$ cat src/design/pdc8_pkg.sv
// Shared types, constants and the CRC-8 step function for the packet deframer.
`timescale 1ns / 1ps

package pdc8_pkg;

    localparam logic [7:0] SYNC_FIRST  = 8'hAA;
    localparam logic [7:0] SYNC_SECOND = 8'h55;
    localparam logic [7:0] CRC_POLY    = 8'h8C;
    localparam logic [7:0] ACC_FUNC_RESET = 8'd5;

    localparam int QDEPTH = 4;
    localparam int QAW    = $clog2(QDEPTH);
    localparam int QCW    = $clog2(QDEPTH + 1);

    typedef enum logic [2:0] {
        PH_HUNT1,
        PH_HUNT2,
        PH_FUNC,
        PH_LEN,
        PH_DATA,
        PH_CRC
    } t_phase;

    // Work handed from the parser to the output side.
    typedef enum logic [1:0] {
        OP_CRC_FIRST,
        OP_CRC,
        OP_DATA,
        OP_END
    } t_op;

    typedef struct packed {
        t_op        op;
        logic [7:0] data;
        logic [7:0] idx;
        logic [7:0] func;
        logic [7:0] len;
    } t_entry;

    // One byte of CRC-8/MAXIM, reflected, eight shift steps.
    function automatic logic [7:0] crc8_update(input logic [7:0] crc, input logic [7:0] b);
        logic [7:0] c;
        c = crc ^ b;
        for (int i = 0; i < 8; i++) begin
            if (c[0]) begin
                c = (c >> 1) ^ CRC_POLY;
            end else begin
                c = c >> 1;
            end
        end
        return c;
    endfunction

endpackage

$ cat src/design/pdc8_front.sv
// Frame parser: hunts for sync, tracks header and payload position, issues work entries.
`timescale 1ns / 1ps

module pdc8_front (
    input  logic             i_clk,
    input  logic             i_rst_n,
    input  logic             i_s_axis_tvalid,
    output logic             o_s_axis_tready,
    input  logic [7:0]       i_s_axis_tdata,   // rx_byte
    output logic             o_push_valid,
    input  logic             i_push_ready,
    output pdc8_pkg::t_entry o_push_entry
);

    pdc8_pkg::t_phase r_phase, n_phase;
    logic [7:0]       r_func, n_func;
    logic [7:0]       r_len, n_len;
    logic [7:0]       r_count, n_count;
    logic             w_accept;
    logic [7:0]       w_count_inc;

    assign o_s_axis_tready = i_push_ready;
    assign w_accept        = i_s_axis_tvalid && i_push_ready;
    assign w_count_inc     = r_count + 8'd1;

    always_ff @(posedge i_clk) begin
        if (!i_rst_n) begin
            r_phase <= pdc8_pkg::PH_HUNT1;
            r_func  <= '0;
            r_len   <= '0;
            r_count <= '0;
        end else begin
            r_phase <= n_phase;
            r_func  <= n_func;
            r_len   <= n_len;
            r_count <= n_count;
        end
    end

    always_comb begin
        n_phase           = r_phase;
        n_func            = r_func;
        n_len             = r_len;
        n_count           = r_count;
        o_push_valid      = 1'b0;
        o_push_entry.op   = pdc8_pkg::OP_CRC;
        o_push_entry.data = i_s_axis_tdata;
        o_push_entry.idx  = r_count;
        o_push_entry.func = r_func;
        o_push_entry.len  = r_len;
        if (w_accept) begin
            case (r_phase)
                pdc8_pkg::PH_HUNT2: begin
                    n_phase = (i_s_axis_tdata == pdc8_pkg::SYNC_SECOND) ?
                              pdc8_pkg::PH_FUNC : pdc8_pkg::PH_HUNT1;
                end
                pdc8_pkg::PH_FUNC: begin
                    n_func          = i_s_axis_tdata;
                    n_phase         = pdc8_pkg::PH_LEN;
                    o_push_valid    = 1'b1;
                    o_push_entry.op = pdc8_pkg::OP_CRC_FIRST;
                end
                pdc8_pkg::PH_LEN: begin
                    n_len           = i_s_axis_tdata;
                    n_count         = '0;
                    n_phase         = (i_s_axis_tdata == 8'd0) ?
                                      pdc8_pkg::PH_CRC : pdc8_pkg::PH_DATA;
                    o_push_valid    = 1'b1;
                    o_push_entry.op = pdc8_pkg::OP_CRC;
                end
                pdc8_pkg::PH_DATA: begin
                    n_count         = w_count_inc;
                    if (w_count_inc >= r_len) begin
                        n_phase = pdc8_pkg::PH_CRC;
                    end
                    o_push_valid    = 1'b1;
                    o_push_entry.op = pdc8_pkg::OP_DATA;
                end
                pdc8_pkg::PH_CRC: begin
                    n_phase         = pdc8_pkg::PH_HUNT1;
                    o_push_valid    = 1'b1;
                    o_push_entry.op = pdc8_pkg::OP_END;
                end
                default: begin
                    n_phase = (i_s_axis_tdata == pdc8_pkg::SYNC_FIRST) ?
                              pdc8_pkg::PH_HUNT2 : pdc8_pkg::PH_HUNT1;
                end
            endcase
        end
    end

endmodule

$ cat src/design/pdc8_queue.sv
// Small register queue between the parser and the output side.
`timescale 1ns / 1ps

module pdc8_queue (
    input  logic             i_clk,
    input  logic             i_rst_n,
    input  logic             i_push_valid,
    output logic             o_push_ready,
    input  pdc8_pkg::t_entry i_push_entry,
    output logic             o_pop_valid,
    input  logic             i_pop_ready,
    output pdc8_pkg::t_entry o_pop_entry
);

    pdc8_pkg::t_entry               r_mem [pdc8_pkg::QDEPTH];
    logic [pdc8_pkg::QAW-1:0]       r_wr_ptr;
    logic [pdc8_pkg::QAW-1:0]       r_rd_ptr;
    logic [pdc8_pkg::QCW-1:0]       r_count;
    logic                           w_push;
    logic                           w_pop;

    assign o_push_ready = (r_count != pdc8_pkg::QCW'(pdc8_pkg::QDEPTH));
    assign o_pop_valid  = (r_count != '0);
    assign o_pop_entry  = r_mem[r_rd_ptr];
    assign w_push       = i_push_valid && o_push_ready;
    assign w_pop        = o_pop_valid && i_pop_ready;

    always_ff @(posedge i_clk) begin
        if (w_push) begin
            r_mem[r_wr_ptr] <= i_push_entry;
        end
    end

    always_ff @(posedge i_clk) begin
        if (!i_rst_n) begin
            r_wr_ptr <= '0;
            r_rd_ptr <= '0;
            r_count  <= '0;
        end else begin
            if (w_push) begin
                r_wr_ptr <= r_wr_ptr + pdc8_pkg::QAW'(1);
            end
            if (w_pop) begin
                r_rd_ptr <= r_rd_ptr + pdc8_pkg::QAW'(1);
            end
            if (w_push && !w_pop) begin
                r_count <= r_count + pdc8_pkg::QCW'(1);
            end else if (w_pop && !w_push) begin
                r_count <= r_count - pdc8_pkg::QCW'(1);
            end
        end
    end

`ifndef SYNTHESIS
    a_count_bound: assert property (@(posedge i_clk) disable iff (!i_rst_n)
        r_count <= pdc8_pkg::QCW'(pdc8_pkg::QDEPTH))
        else $error("queue count beyond depth");

    a_count_up: assert property (@(posedge i_clk) disable iff (!i_rst_n)
        (w_push && !w_pop) |=> (r_count == $past(r_count) + pdc8_pkg::QCW'(1)))
        else $error("queue count did not rise on push");

    a_ptr_gap: assert property (@(posedge i_clk) disable iff (!i_rst_n)
        (r_count == '0 || r_count == pdc8_pkg::QCW'(pdc8_pkg::QDEPTH))
        |-> (r_wr_ptr == r_rd_ptr))
        else $error("queue pointers disagree with count");
`endif

endmodule

$ cat src/design/pdc8_back.sv
// Output side: running CRC, verdict on the trailer byte and the output register.
`timescale 1ns / 1ps

module pdc8_back (
    input  logic             i_clk,
    input  logic             i_rst_n,
    input  logic             i_cfg_we,
    input  logic [7:0]       i_cfg_wdata,
    input  logic             i_pop_valid,
    output logic             o_pop_ready,
    input  pdc8_pkg::t_entry i_pop_entry,
    output logic             o_m_axis_tvalid,
    input  logic             i_m_axis_tready,
    output logic [31:0]      o_m_axis_tdata,
    output logic             o_m_axis_tlast,
    output logic [1:0]       o_m_axis_tuser
);

    logic [7:0] r_acc_func;
    logic [7:0] r_crc;
    logic       r_out_valid;
    logic [7:0] r_data, r_idx, r_func, r_len;
    logic       r_last, r_ok, r_acc;
    logic       w_crc_only;
    logic       w_pop;
    logic       w_ok;
    logic [7:0] w_crc_in;
    logic [7:0] w_crc_next;

    assign w_crc_only  = (i_pop_entry.op == pdc8_pkg::OP_CRC_FIRST) ||
                         (i_pop_entry.op == pdc8_pkg::OP_CRC);
    assign o_pop_ready = w_crc_only || !r_out_valid || i_m_axis_tready;
    assign w_pop       = i_pop_valid && o_pop_ready;
    assign w_crc_in    = (i_pop_entry.op == pdc8_pkg::OP_CRC_FIRST) ? 8'd0 : r_crc;
    assign w_crc_next  = pdc8_pkg::crc8_update(w_crc_in, i_pop_entry.data);
    assign w_ok        = (i_pop_entry.data == r_crc);

    always_ff @(posedge i_clk) begin
        if (!i_rst_n) begin
            r_acc_func  <= pdc8_pkg::ACC_FUNC_RESET;
            r_crc       <= '0;
            r_out_valid <= 1'b0;
        end else begin
            if (i_cfg_we) begin
                r_acc_func <= i_cfg_wdata;
            end
            if (w_pop && (i_pop_entry.op != pdc8_pkg::OP_END)) begin
                r_crc <= w_crc_next;
            end
            if (w_pop && !w_crc_only) begin
                r_out_valid <= 1'b1;
            end else if (i_m_axis_tready) begin
                r_out_valid <= 1'b0;
            end
        end
    end

    always_ff @(posedge i_clk) begin
        if (w_pop && !w_crc_only) begin
            r_func <= i_pop_entry.func;
            r_len  <= i_pop_entry.len;
            if (i_pop_entry.op == pdc8_pkg::OP_END) begin
                r_data <= '0;
                r_idx  <= '0;
                r_last <= 1'b1;
                r_ok   <= w_ok;
                r_acc  <= w_ok && (i_pop_entry.func == r_acc_func);
            end else begin
                r_data <= i_pop_entry.data;
                r_idx  <= i_pop_entry.idx;
                r_last <= 1'b0;
                r_ok   <= 1'b0;
                r_acc  <= 1'b0;
            end
        end
    end

    assign o_m_axis_tvalid = r_out_valid;
    assign o_m_axis_tdata  = {r_len, r_func, r_idx, r_data};
    assign o_m_axis_tlast  = r_last;
    assign o_m_axis_tuser  = {r_acc, r_ok};

`ifndef SYNTHESIS
    a_end_zero: assert property (@(posedge i_clk) disable iff (!i_rst_n)
        (r_out_valid && r_last) |-> (r_data == 8'd0 && r_idx == 8'd0))
        else $error("end item carries payload bits");

    a_acc_needs_ok: assert property (@(posedge i_clk) disable iff (!i_rst_n)
        (r_out_valid && r_acc) |-> (r_ok && r_last))
        else $error("accepted without a good CRC on an end item");
`endif

endmodule

$ cat src/design/packet_deframer_crc8.sv
// Top level of the sync/header/length frame parser with CRC-8/MAXIM check.
`timescale 1ns / 1ps

// Takes one received byte per request on the slave stream and hunts for the sync
// pair 0xAA 0x55; a byte after 0xAA that is not 0x55 restarts the hunt and is not
// itself taken as a new 0xAA. After sync come a function byte, a length byte, that
// many payload bytes and a CRC-8/MAXIM byte (reflected polynomial 0x8C, initial
// value 0) computed over function, length and payload. Each payload byte leaves as
// a data request as soon as it arrives; the CRC byte produces one end request with
// tlast high, the CRC verdict and the acceptance flag, which is set when the CRC is
// good and the function equals the configured code (reset value 5). Sync and header
// bytes produce no output. The block takes one byte per cycle while its queue has
// room: the parser issues at most one work entry per byte into a four-entry queue,
// and the output side retires one entry per cycle unless the master stalls, so
// a stalled master only stops the input once the queue has filled. A result passes
// the queue write, then the output register. The configuration register is written
// whenever i_cfg_we is high and should only change while no frame is in flight.

module packet_deframer_crc8 (
    input  logic        i_clk,
    input  logic        i_rst_n,
    input  logic        i_cfg_we,
    input  logic [7:0]  i_cfg_wdata,      // accepted_function
    input  logic        i_s_axis_tvalid,
    output logic        o_s_axis_tready,
    input  logic [7:0]  i_s_axis_tdata,   // [7:0] rx_byte
    output logic        o_m_axis_tvalid,
    input  logic        i_m_axis_tready,
    // [7:0] payload_byte, [15:8] byte_index, [23:16] function_code, [31:24] frame_length
    output logic [31:0] o_m_axis_tdata,
    output logic        o_m_axis_tlast,   // last
    output logic [1:0]  o_m_axis_tuser    // [0] crc_ok, [1] accepted
);

    logic             w_push_valid;
    logic             w_push_ready;
    pdc8_pkg::t_entry w_push_entry;
    logic             w_pop_valid;
    logic             w_pop_ready;
    pdc8_pkg::t_entry w_pop_entry;

    // Parser: owns the phase, header fields and payload position.
    pdc8_front u_front (
        .i_clk           (i_clk),
        .i_rst_n         (i_rst_n),
        .i_s_axis_tvalid (i_s_axis_tvalid),
        .o_s_axis_tready (o_s_axis_tready),
        .i_s_axis_tdata  (i_s_axis_tdata),
        .o_push_valid    (w_push_valid),
        .i_push_ready    (w_push_ready),
        .o_push_entry    (w_push_entry)
    );

    // Decoupling queue between parser and output side.
    pdc8_queue u_queue (
        .i_clk        (i_clk),
        .i_rst_n      (i_rst_n),
        .i_push_valid (w_push_valid),
        .o_push_ready (w_push_ready),
        .i_push_entry (w_push_entry),
        .o_pop_valid  (w_pop_valid),
        .i_pop_ready  (w_pop_ready),
        .o_pop_entry  (w_pop_entry)
    );

    // Output side: CRC accumulation, verdict and the master-side register.
    pdc8_back u_back (
        .i_clk           (i_clk),
        .i_rst_n         (i_rst_n),
        .i_cfg_we        (i_cfg_we),
        .i_cfg_wdata     (i_cfg_wdata),
        .i_pop_valid     (w_pop_valid),
        .o_pop_ready     (w_pop_ready),
        .i_pop_entry     (w_pop_entry),
        .o_m_axis_tvalid (o_m_axis_tvalid),
        .i_m_axis_tready (i_m_axis_tready),
        .o_m_axis_tdata  (o_m_axis_tdata),
        .o_m_axis_tlast  (o_m_axis_tlast),
        .o_m_axis_tuser  (o_m_axis_tuser)
    );

endmodule

$ cat config.mk
export PLATFORM = sky130hd
export DESIGN_NAME = packet_deframer_crc8
export DESIGN_NICKNAME = d
export VERILOG_FILES = /design/src/design/pdc8_pkg.sv /design/src/design/pdc8_front.sv /design/src/design/pdc8_queue.sv /design/src/design/pdc8_back.sv /design/src/design/packet_deframer_crc8.sv
export SDC_FILE = /design/constraint.sdc
export NUM_CORES = 1
export LEC_CHECK = 0
export BUFFER_PORTS_ARGS = -buffer_cell sky130_fd_sc_hd__buf_4
export CAP_MARGIN = 25
export CORE_MARGIN = 10
export CORE_UTILIZATION = 47
export CTS_BUF_LIST = sky130_fd_sc_hd__clkbuf_2 sky130_fd_sc_hd__clkbuf_4 sky130_fd_sc_hd__clkbuf_8
export DETAILED_ROUTE_END_ITERATION = 12
export HOLD_SLACK_MARGIN = 0.08
export PLACE_DENSITY_LB_ADDON = 0.1
export SYNTH_ARGS = -nofsm -noshare
export SYNTH_HDL_FRONTEND = slang
export SYNTH_SLANG_ARGS = --single-unit
$ cat constraint.sdc
create_clock -name i_clk -period 2.8 [get_ports i_clk]
set_clock_uncertainty 0.2 [all_clocks]
set_input_delay 0.42 -clock i_clk [delete_from_list [all_inputs] [get_ports i_clk]]
set_output_delay 0.42 -clock i_clk [all_outputs]
set_load 0.1 [all_outputs]
==> results.md <==
- Initial antenna violation count: 0
- Power Density: 1020 mW/mm2
- Gpl congestion: 0.813
- Worst vdd rail ir drop: 0.615 mV
- Combinational power share: 0.378
- Synth Register Bits: 224
- Max cap viols: 0
- YS warnings: 0
- CTS tree: yes
- Seq pwr share: 0.369
- FF-to-FF End: u_front.r_phase[0]
- Starting density of the core: 0.483
- Asr flop ratio synth: 0
- HPWL after DPL: 11700 um
- Worst Setup End Kind: flop
- Initial DRC count: 290
- Total CTS buffers: 38
- Headroom to the max-slew limit: 0.589
- Placement Setup Slack: 0.123 ns
- Final worst setup slack: 0.214 ns
- Syn_nets: 596
- Top-level I/O count: 58
- Layout area overhead: 20.3%
- WHS Path Cells: 3
- Final Core Density: 0.581
- Worst Path Required: 3.01 ns
- Die height: 159 um
- Final hold violation count: 0
- Status: finished, final reports clean
- Post-route ant nets: 0
- WL/cell: 19.2 um
- Via density per instance: 5.13
- Seq/Total Area, Yosys: 0.679
- Clock power frac: 0.252
- Die area: 0.0254 mm2
- DIE WIDTH: 159 um
- Crit-path leading delay family: compound AO/OA/AOI/OAI gates
- Fin crit period: 2.59 ns
- Worst-Margin Slew: 0.614 ns
- # DRC: 0
- Syn Std Cell Area: 0.00913 mm2
- Layout cells sized above 1: 0.278
- Synth cell types: 48
- Pre-Repair DR Iteration Count: 5
- Clock Latency Late Sink: 0.51 ns
- Top FF cell, synth: edfxtp_1
- Hold EP: u_back.r_acc_func[1]
- Vias: 4959
- Postcts setup bufs: 0
- Pwr Total: 11200 uW
- Port bufs: 57
- Pin count of the biggest net entering global routing: 56
- Max stage delay on crit path: 0.52 ns
- Slowest CP cell: dfxtp_1
- Max Fclk: 387 MHz
- Leak: 0.00388 uW
- Worst reg2reg path depth: 10
- Switching share of power: 0.385
- P_int: 6900 uW
- Number of antenna diodes: 0
- # clock sinks: 224
- Kind of critical path: flop to flop
- Total gr overflow: 0
- Num rows: 50
- Post-synth EDFFs: 171
- Setup violators final: 0
- Mapped Avg Cell Area: 16.3 um2
- GRT Util Overall: 0.145
- WP buf/inv: 0
- Number of global-route vias before repair: 5333
- Max FO, Critical Path: 10
- Reg-to-reg startpoint: u_front.r_count[3]
- Hold Startpoint: i_cfg_we
- Crit path arrival time: 2.80 ns
- Worst-path cell chain: and3_1 -> nand3_1 -> xnor2_2 -> ha_1 -> a21oi_1 -> nand2_1 -> a31oi_1 -> o21a_1 -> nor2_1 -> a32o_1
- Switching power: 4310 uW
- Global-route wire length before repair: 29600 um
- Final net count: 715
- CTS clock-pin slew for the worst setup and hold paths: 0.06 ns
- Final max-slew violation count: 0
- Total Wirelength: 18500 um
- Crit path launch type: flop
- Hold crit path type: input pin to flop
- Core Box Area: 0.0189 mm2
- Longest Clk Path Bufs: 3
- H-tree Lvls: 2
- Root Driver: clkbuf_8
- Flop-to-flop setup slack: 0.21 ns
- Post-route clock period utilization: 0.924
- Gate Count Post-Synth: 560
registers in the layout, indices dropped and copies added, names as in the netlist, 2 cells and up, named ones only:
register	flops
u_queue.r_count	3
u_back.r_func	8
u_queue.r_wr_ptr	2
u_back.r_crc	8
u_back.r_len	8
u_queue.r_mem	136
u_back.r_data	8
u_front.r_len	8
u_front.r_phase	3
u_back.r_idx	8
u_queue.r_rd_ptr	2
u_back.r_acc_func	8
u_front.r_func	8
u_front.r_count	8
kinds of logic after synthesis:
family / Yosys count / synth area share
buf+inv: 33 / 0.0174
mux: 60 / 0.112
compound gates: 41 / 0.0298
fa+ha+maj: 15 / 0.0214
simple gates: 133 / 0.0820
xor+xnor: 54 / 0.0580
flops: 224 / 0.679
worst reg2reg max path, cell delays in order, from the launching register on:
cell and delay, ns:
dfxtp_1 0.52, and3_1 0.31, nand3_1 0.14, xnor2_2 0.17
ha_1 0.32, a21oi_1 0.14, nand2_1 0.07, a31oi_1 0.14
o21a_1 0.21, nor2_1 0.07, a32o_1 0.20
repair_timing:
item	in CTS	in global routing
hold buffers	20	0
setup endpoints to repair	0	3
resized for setup	0	4
hold endpoints to repair	55	0
synthesized netlist by cell type (all sizes together), types with 5 or more instances:
cell | n | area share
buf | 11 | 0.0084
dfxtp | 53 | 0.12
o21ai | 12 | 0.0066
nand3 | 8 | 0.0044
xnor2 | 32 | 0.036
inv | 12 | 0.0049
edfxtp | 171 | 0.56
mux2i | 26 | 0.029
and2 | 29 | 0.020
xor2 | 22 | 0.022
nor2b | 30 | 0.021
nor2 | 11 | 0.0045
ha | 14 | 0.019
a21oi | 8 | 0.0044
mux4 | 34 | 0.084
clkbuf | 10 | 0.0041
nand2 | 28 | 0.013
o211a | 5 | 0.0055
cell usage in the layout, fill, tap and decap left out, types with 12 or more instances in the layout:
cell type	count
xnor2_1	26
inv_1	12
clkbuf_8	42
mux4_2	34
dfxtp_1	49
edfxtp_1	171
xor2_1	21
dlygate4sd3_1	20
nor2b_1	30
mux2i_1	26
and2_1	24
clkbuf_4	17
ha_1	14
buf_4	75
nand2_1	26
worst max path at each step:
stage | from | endpoint | slack [ns] | cells after the start
CTS | u_front.r_count[0] | u_front.r_phase[0] | 0.10 | 11
global placement | u_front.r_count[0] | u_front.r_phase[0] | 0.23 | 11
detailed placement | u_front.r_count[0] | u_front.r_phase[0] | 0.12 | 11
finish | u_front.r_count[3] | u_front.r_phase[0] | 0.21 | 10
floorplan | flop | u_back.o_m_axis_tlast | 0.003 | 4
global route | u_front.r_count[3] | u_front.r_phase[0] | -0.002 | 10
layout make-up:
class | count | area, um2
Inverter | 12 | 45.0
Tap cell | 260 | 325
Multi-Input combinational cell | 303 | 2800
Clock buffer | 59 | 706
Timing Repair Buffer | 100 | 863
Fill cell | 1498 | 7920
Clock inverter | 8 | 38.8
Sequential cell | 224 | 6200
per-layer routing:
layer  vias up  global-route usage  part of all wire
met2       131               0.245              0.50
met3        39              0.0336             0.052
met1      2460               0.179              0.43
met5         -                   0                 0
li1       2329                   -                 -
met4         0              0.0497             0.023
power by group through the flow:
stage / logic [uW] / clock network [uW] / registers, uW
5_1_grt: 4480 / 3060 / 4180
2_1_floorplan: 1690 / 0 / 5930
6_report: 4240 / 2830 / 4140
4_1_cts: 4310 / 2920 / 4140
3_5_place_dp: 4270 / 0 / 4200
3_3_place_gp: 4240 / 0 / 4200
through the flow:
step           TNS (ns)  area, um2  hold slack [ns]  cells
3_3_place_gp          0      10000            0.273    879
5_1_grt        -0.00203      11000            0.117    966
2_1_floorplan         0       9140            0.259    560
4_1_cts               0      11000           0.0837    966
3_5_place_dp          0      10000            0.292    879
6_report              0      11000            0.106    966
Power figures use the tool's default switching activity.
